**src/spq_pkg.sv**
```systemverilog
// Shared types and constants for the stable priority queue.
`timescale 1ns / 1ps
`default_nettype none

package spq_pkg;

   localparam int LOCATION_BITS = 16;
   localparam int TYPE_BITS     = 8;
   localparam int URGENCY_BITS  = 4;
   localparam int STATUS_BITS   = 3;
   localparam int OCC_BITS      = 5;

   localparam logic [URGENCY_BITS-1:0] URG_MIN = URGENCY_BITS'(1);
   localparam logic [URGENCY_BITS-1:0] URG_MAX = URGENCY_BITS'(10);

   typedef enum logic {
      FUNC_INSERT = 1'b0,
      FUNC_REMOVE = 1'b1
   } func_type;

   typedef enum logic [STATUS_BITS-1:0] {
      ST_OK      = 3'd0,
      ST_NOTAG   = 3'd1,
      ST_URGENCY = 3'd2,
      ST_EMPTY   = 3'd3,
      ST_FULL    = 3'd4
   } status_type;

   typedef struct packed {
      func_type                 func;
      logic [LOCATION_BITS-1:0] location_tag;
      logic [TYPE_BITS-1:0]     type_tag;
      logic [URGENCY_BITS-1:0]  urgency;
   } req_type;

   typedef struct packed {
      status_type               status;
      logic [LOCATION_BITS-1:0] out_location;
      logic [TYPE_BITS-1:0]     out_type;
      logic [URGENCY_BITS-1:0]  out_urgency;
      logic [OCC_BITS-1:0]      occupancy;
   } rsp_type;

   typedef struct packed {
      logic [LOCATION_BITS-1:0] loc;
      logic [TYPE_BITS-1:0]     typ;
      logic [URGENCY_BITS-1:0]  urg;
   } entry_type;

   // Broadcast from the top level to every cell in the chain.
   typedef struct packed {
      logic      insert;
      logic      pop;
      entry_type entry;
   } cell_cmd_type;

endpackage

`default_nettype wire

```
**src/spq_cell.sv**
```systemverilog
// One storage cell of the sorted chain: holds a single entry and its valid bit.
`timescale 1ns / 1ps
`default_nettype none

module spq_cell
   import spq_pkg::*;
(
   input  wire logic         clock,
   input  wire logic         reset,
   input  wire cell_cmd_type cmd,
   input  wire entry_type    left_entry,
   input  wire logic         left_valid,
   input  wire logic         left_ge,
   input  wire entry_type    right_entry,
   input  wire logic         right_valid,
   output      entry_type    entry_out,
   output      logic         valid_out,
   output      logic         ge_out
);

   entry_type entry_ff, entry_in;
   logic      valid_ff, valid_in;
   logic      ge;

   // The entry stays ahead of a new one when its urgency is at least as high.
   assign ge = valid_ff && (entry_ff.urg >= cmd.entry.urg);

   always_comb begin
      entry_in = entry_ff;
      valid_in = valid_ff;
      if (cmd.pop) begin
         entry_in = right_entry;
         valid_in = right_valid;
      end else if (cmd.insert && !ge) begin
         if (left_ge) begin
            entry_in = cmd.entry;
            valid_in = 1'b1;
         end else begin
            entry_in = left_entry;
            valid_in = left_valid;
         end
      end
   end

   always_ff @(posedge clock) begin
      if (reset) begin
         valid_ff <= 1'b0;
      end else begin
         valid_ff <= valid_in;
      end
   end

   always_ff @(posedge clock) begin
      entry_ff <= entry_in;
   end

   assign entry_out = entry_ff;
   assign valid_out = valid_ff;
   assign ge_out    = ge;

endmodule

`default_nettype wire

```
**src/stable_priority_queue.sv**
```systemverilog
// Top level of the stable priority queue built as a chain of sorting cells.
`timescale 1ns / 1ps
`default_nettype none

// Bounded priority queue of requests kept in descending urgency order, with
// entries of equal urgency served first-in first-out.
//
// Input channel: a command transfer happens at a rising edge where start is
// high and busy is low. req_payload.func selects insert or remove.
// Result channel: every command gives exactly one result, shown on rsp_payload
// for one cycle while rsp_strobe is high, in the cycle right after the
// command transfer. The receiver cannot stall; results are never held.
//
// Throughput is one command per cycle while busy is low. Each cell compares
// its own urgency with the new entry in parallel, so a remove shifts the whole
// chain by one position and an insert shifts the cells behind the new entry.
//
// Reset clears every valid bit and the entry count; busy is high during reset
// and drops in the first cycle after it. Stored payloads are not cleared.
module stable_priority_queue
   import spq_pkg::*;
#(
   parameter int CAPACITY = 16
) (
   input  wire logic    clock,
   input  wire logic    reset,
   input  wire logic    start,
   output      logic    busy,
   input  wire req_type req_payload,
   output      logic    rsp_strobe,
   output      rsp_type rsp_payload
);

   localparam int CNT_BITS = $clog2(CAPACITY + 1);

   logic                  busy_ff;
   logic                  rsp_strobe_ff;
   rsp_type               rsp_ff, rsp_in;
   logic [CNT_BITS-1:0]   count_ff, count_in;
   logic [CNT_BITS+4:0]   occ_ext;

   cell_cmd_type          cmd;
   entry_type             cell_entry [CAPACITY];
   logic [CAPACITY-1:0]   cell_valid;
   logic [CAPACITY-1:0]   cell_ge;

   logic                  accept;
   logic                  is_insert;
   logic                  is_full;
   logic                  is_empty;
   status_type            status;

   assign accept    = start && !busy_ff;
   assign is_insert = (req_payload.func == FUNC_INSERT);
   assign is_full   = (count_ff == CNT_BITS'(CAPACITY));
   assign is_empty  = (count_ff == '0);

   // Remove checks emptiness; insert checks tags, then urgency, then room.
   always_comb begin
      if (!is_insert) begin
         status = is_empty ? ST_EMPTY : ST_OK;
      end else if (req_payload.location_tag == '0 || req_payload.type_tag == '0) begin
         status = ST_NOTAG;
      end else if (req_payload.urgency < URG_MIN || req_payload.urgency > URG_MAX) begin
         status = ST_URGENCY;
      end else if (is_full) begin
         status = ST_FULL;
      end else begin
         status = ST_OK;
      end
   end

   always_comb begin
      cmd.insert    = accept && is_insert && (status == ST_OK);
      cmd.pop       = accept && !is_insert && (status == ST_OK);
      cmd.entry.loc = req_payload.location_tag;
      cmd.entry.typ = req_payload.type_tag;
      cmd.entry.urg = req_payload.urgency;
   end

   always_comb begin
      count_in = count_ff;
      if (cmd.insert) begin
         count_in = count_ff + CNT_BITS'(1);
      end else if (cmd.pop) begin
         count_in = count_ff - CNT_BITS'(1);
      end
   end

   // The occupancy field reports the low bits of the count.
   assign occ_ext = {5'b0, count_in};

   always_comb begin
      rsp_in.status       = status;
      rsp_in.out_location = '0;
      rsp_in.out_type     = '0;
      rsp_in.out_urgency  = '0;
      rsp_in.occupancy    = occ_ext[OCC_BITS-1:0];
      if (cmd.pop) begin
         rsp_in.out_location = cell_entry[0].loc;
         rsp_in.out_type     = cell_entry[0].typ;
         rsp_in.out_urgency  = cell_entry[0].urg;
      end
   end

   // The head cell sees an always-ahead left neighbor; the tail cell sees an
   // empty right neighbor, so a remove shifts an empty slot in at the end.
   genvar i;
   generate
      for (i = 0; i < CAPACITY; i++) begin : g_cell
         entry_type l_entry, r_entry;
         logic      l_valid, l_ge, r_valid;

         if (i == 0) begin : g_head
            assign l_entry = '0;
            assign l_valid = 1'b0;
            assign l_ge    = 1'b1;
         end else begin : g_mid
            assign l_entry = cell_entry[i-1];
            assign l_valid = cell_valid[i-1];
            assign l_ge    = cell_ge[i-1];
         end

         if (i == CAPACITY - 1) begin : g_tail
            assign r_entry = '0;
            assign r_valid = 1'b0;
         end else begin : g_body
            assign r_entry = cell_entry[i+1];
            assign r_valid = cell_valid[i+1];
         end

         spq_cell u_cell (
            .clock       (clock),
            .reset       (reset),
            .cmd         (cmd),
            .left_entry  (l_entry),
            .left_valid  (l_valid),
            .left_ge     (l_ge),
            .right_entry (r_entry),
            .right_valid (r_valid),
            .entry_out   (cell_entry[i]),
            .valid_out   (cell_valid[i]),
            .ge_out      (cell_ge[i])
         );
      end
   endgenerate

   always_ff @(posedge clock) begin
      if (reset) begin
         busy_ff       <= 1'b1;
         rsp_strobe_ff <= 1'b0;
         count_ff      <= '0;
      end else begin
         busy_ff       <= 1'b0;
         rsp_strobe_ff <= accept;
         count_ff      <= count_in;
      end
   end

   always_ff @(posedge clock) begin
      rsp_ff <= rsp_in;
   end

   assign busy        = busy_ff;
   assign rsp_strobe  = rsp_strobe_ff;
   assign rsp_payload = rsp_ff;

`ifndef SYNTHESIS
   // Valid cells always form an unbroken run from the head.
   a_valid_prefix : assert property (@(posedge clock) disable iff (reset)
      $onehot({1'b0, cell_valid} + (CAPACITY + 1)'(1)))
      else $error("valid cells are not a contiguous run from the head");

   // The entry count tracks the number of valid cells.
   a_count_match : assert property (@(posedge clock) disable iff (reset)
      $countones(cell_valid) == int'(count_ff))
      else $error("entry count disagrees with valid cells");

   // Every command transfer gives a result in the next cycle.
   a_one_result : assert property (@(posedge clock) disable iff (reset)
      accept |=> rsp_strobe)
      else $error("command transfer without a result");

   // A successful remove returns an entry that was accepted with a valid urgency.
   a_pop_urgency : assert property (@(posedge clock) disable iff (reset)
      cmd.pop |-> (cell_entry[0].urg >= URG_MIN && cell_entry[0].urg <= URG_MAX))
      else $error("head entry holds an out-of-range urgency");
`endif

endmodule

`default_nettype wire
```
**config.mk**
```make
export PLATFORM = sky130hd
export DESIGN_NAME = stable_priority_queue
export DESIGN_NICKNAME = d
export VERILOG_FILES = /design/src/spq_pkg.sv /design/src/spq_cell.sv /design/src/stable_priority_queue.sv
export SDC_FILE = /design/constraint.sdc
export NUM_CORES = 1
export LEC_CHECK = 0
export ABC_AREA = 1
export ABC_CLOCK_PERIOD_IN_PS = 9100
export BUFFER_PORTS_ARGS = -buffer_cell sky130_fd_sc_hd__buf_2
export CAP_MARGIN = 0
export CORE_AREA = 2 2 247 249
export DETAILED_ROUTE_END_ITERATION = 8
export DIE_AREA = 0 0 249 251
export GPL_TIMING_DRIVEN = 0
export PLACE_DENSITY = 0.65
export SYNTH_ARGS = -nofsm -noshare
export SYNTH_HDL_FRONTEND = slang
export SYNTH_SLANG_ARGS = --single-unit
```
**constraint.sdc**
```tcl
create_clock -name clock -period 9.1 [get_ports clock]
set_input_delay 0.455 -clock clock [delete_from_list [all_inputs] [get_ports clock]]
set_output_delay 0.455 -clock clock [all_outputs]
set_load 0.02 [all_outputs]
```
==> flow_summary.toml <==
[run_status]
status = "finished clean"

[sta]
slew_viol_final = 0
min_period_ns = 3.92
worst_slack_ns = 5.18
fin_setup_tns_ns = 0
rsz0062_at_grt = "no"
finalHoldViolCount = 0
skew_ns = 0.0334
setup_viol = 0
slew-limit-headroom_pct = 10.3
min_period_over_period_pct = 43.1
fmax_mhz = 255
tightest_slew_ns = 1.34

[detailed_routing]
vias = 23928
drt_first_pass_iters = 8
vias_per_cell = 6.01
drt_iter0_drc = 3165
wl_um = 102000
wire_per_inst_um = 25.7
drc = 0
antenna_left = 0

[clock_tree]
cts-resized-gates = 0
cts-htree-levels = 2
cts_tree = "built"
cts_hold_buf = 0
clk_latency_ns = 0.65
cts_buffers = 58
root_buffer = "clkbuf_16"
clk_path_buf_depth = 3
post_cts_buffers = 0
cts.sinks = 507
path_clk_slew_ns = 0.06

[critical_path]
crit_required_ns = 9.35
endpoint_kind = "flop"
path_class = "in -> reg"
crit_family = "buffers and inverters"
crit_buf_inv = 4
path_cells = "buf_2, inv_1, ha_1, inv_1, nor2_1, o211ai_1, nand3_1, nand2_1, clkbuf_1, nor2_1, nor2_4"
crit_path_max_fanout = 29
cp.arrival_ns = 4.17
worst_setup_path_start_kind = "input port"
slowest_delay_ns = 0.93
cpMaxStageDelayCell = "inv_1"

[power_and_ir_drop]
power_density_nw_per_um2 = 202
ir_drop_v = 0.000153
p_leak_nw = 12.8
finalPower_w = 0.00607

[finish]
final_area_um2 = 30000
final-instance-count-excl-fill = 3982
num-fill-cells = 5680
drive_gt1_share_pct = 7.94
area_growth_pct = 12.5
n_antenna_cell = 0
fin_nets = 3254

[synth]
synth-seq-cells = 507
syn_avg_cell_area_um2 = 8.83
syn-num-nets = 3120
synth_edf_count = 420
synthArstFlopShare_pct = 0
yosys.cell_types.count = 29
syn_inst = 3021
synth_warnings = 0
mappedNetlistArea_um2 = 26700
synth-main-ff-cell = "edfxtp_1"
ys_seq_area_share_pct = 53.8

[floorplanning]
num_rows = 90
chipHeight_um = 251
initial_utilization_pct = 44.6
ios = 70
coreArea_um2 = 59800
dieArea_um2 = 62500
die_w_um = 249

[global_route]
grt_overflow = 0
antenna_found_initial = 8
grt_pass1_vias = 23129
grt_pass1_wl_um = 147000
track_usage_pct = 31.9
grt_max_degree = 30

[min_path]
hold_path_class = "in -> reg"

[placement]
place_area_um2 = 28200
gp_congestion = 0.983
detailed_place_hpwl_um = 75700
place_ws_ns = 4.58
dpl.cell_count = 3877
port_buffers = 68

[run]
maxCapViolations = 0
-- synthesized netlist by cell type (10+ instances only) --
cell        n  area share, %
a21oi_1    29           0.54
buf_2      64            1.2
inv_1     433            6.1
nor2_1    171            2.4
edfxtp_1  420             47
nand2_1   604            8.5
ha_1       67            3.1
buf_1      24           0.34
clkbuf_1  135            1.9
dfxtp_1    87            6.5
o21ai_0   457            8.6
nand3_1    38           0.71
o21ai_1   102            1.9
nand4_1    28           0.66
o211ai_1  316            8.9
a31oi_1    10           0.23
-- cell type report --
| cell class | count | area (um^2) | share of cell area [%] |
|---|---|---|---|
| multi-input combinational | 1846 | 9770 | 32.5 |
| clock inverter | 31 | 226 | 0.754 |
| inverter | 435 | 1630 | 5.44 |
| clock buffer | 74 | 1610 | 5.35 |
| buffer | 233 | 1000 | 3.34 |
| tap | 782 | 978 | 3.26 |
| sequential | 507 | 14400 | 47.8 |
| timing repair buffer | 74 | 448 | 1.49 |
-- path summary, 6_finish.rpt --
| path | start | endpoint | slack [ns] | cells after the start |
|---|---|---|---|---|
| min reg2reg | busy | rsp_strobe | 0.45 | 1 |
| max reg2reg | g_cell[4].u_cell.entry_out[1] | g_cell[4].u_cell.entry_out[9] | 5.88 | 9 |
| max | req_payload[1] | g_cell[4].u_cell.entry_out[9] | 5.18 | 11 |
| min | reset | busy | 0.05 | 1 |
-- report_power, final --
group | total [W] | leakage (nW) | internal [W] | switching (W)
sequential | 0.00281 | 4.58 | 0.00274 | 0.0000675
clock | 0.00232 | 0.899 | 0.00130 | 0.00102
combinational | 0.000945 | 7.30 | 0.000265 | 0.000680
total | 0.00607 | 12.8 | 0.00431 | 0.00177
-- state kept, by name, summed over array words and instances, names as in the netlist --
register,cells
rsp_strobe,1
count_ff,5
g_cell.u_cell.entry_out,448
g_cell.u_cell.valid_out,16
busy,1
rsp_payload,36
-- metal layers --
metal | wire length (um) | vias to the layer above | part of all wire [%] | track usage, %
met5 | 0 | - | 0 | 0
met4 | 5170 | 0 | 5.1 | 15.0
met3 | 11100 | 288 | 11 | 6.93
met2 | 45900 | 1501 | 45 | 50.6
met1 | 40000 | 11511 | 39 | 41.8
li1 | - | 10628 | - | -
-- logic make-up after synthesis --
family / synth area share [%]
AOI/OAI and AO/OA: 20.2
and+or+nand+nor: 12.8
buffers and inverters: 9.88
DFF: 53.8
adders and majority gates: 3.14
xor gates and xnor gates: 0.230
-- through the flow --
stage / util [%] / hold slack, ns
floorplan: - / 0.451
global placement: 46.8 / 0.429
detailed placement: 47.1 / 0.441
CTS: 50.2 / 0.0274
global route: 50.2 / 0.0272
finish: 50.2 / 0.0458
-- cells in the final DEF (no fill, tap or decap), drive strengths merged --
cell type	instances
nand2	606
o21ai	559
inv	441
edfxtp	420
o211ai	316
clkbuf	209
nor2	180
buf	172
dfxtp	87
ha	67
nand3	40
a21oi	29
nand4	28
clkinv	21
a31oi	10
xor2	7
nor3	2
clkinvlp	2
bufinv	2
or2	1
nor4	1
(Power assumes the default switching activity.)
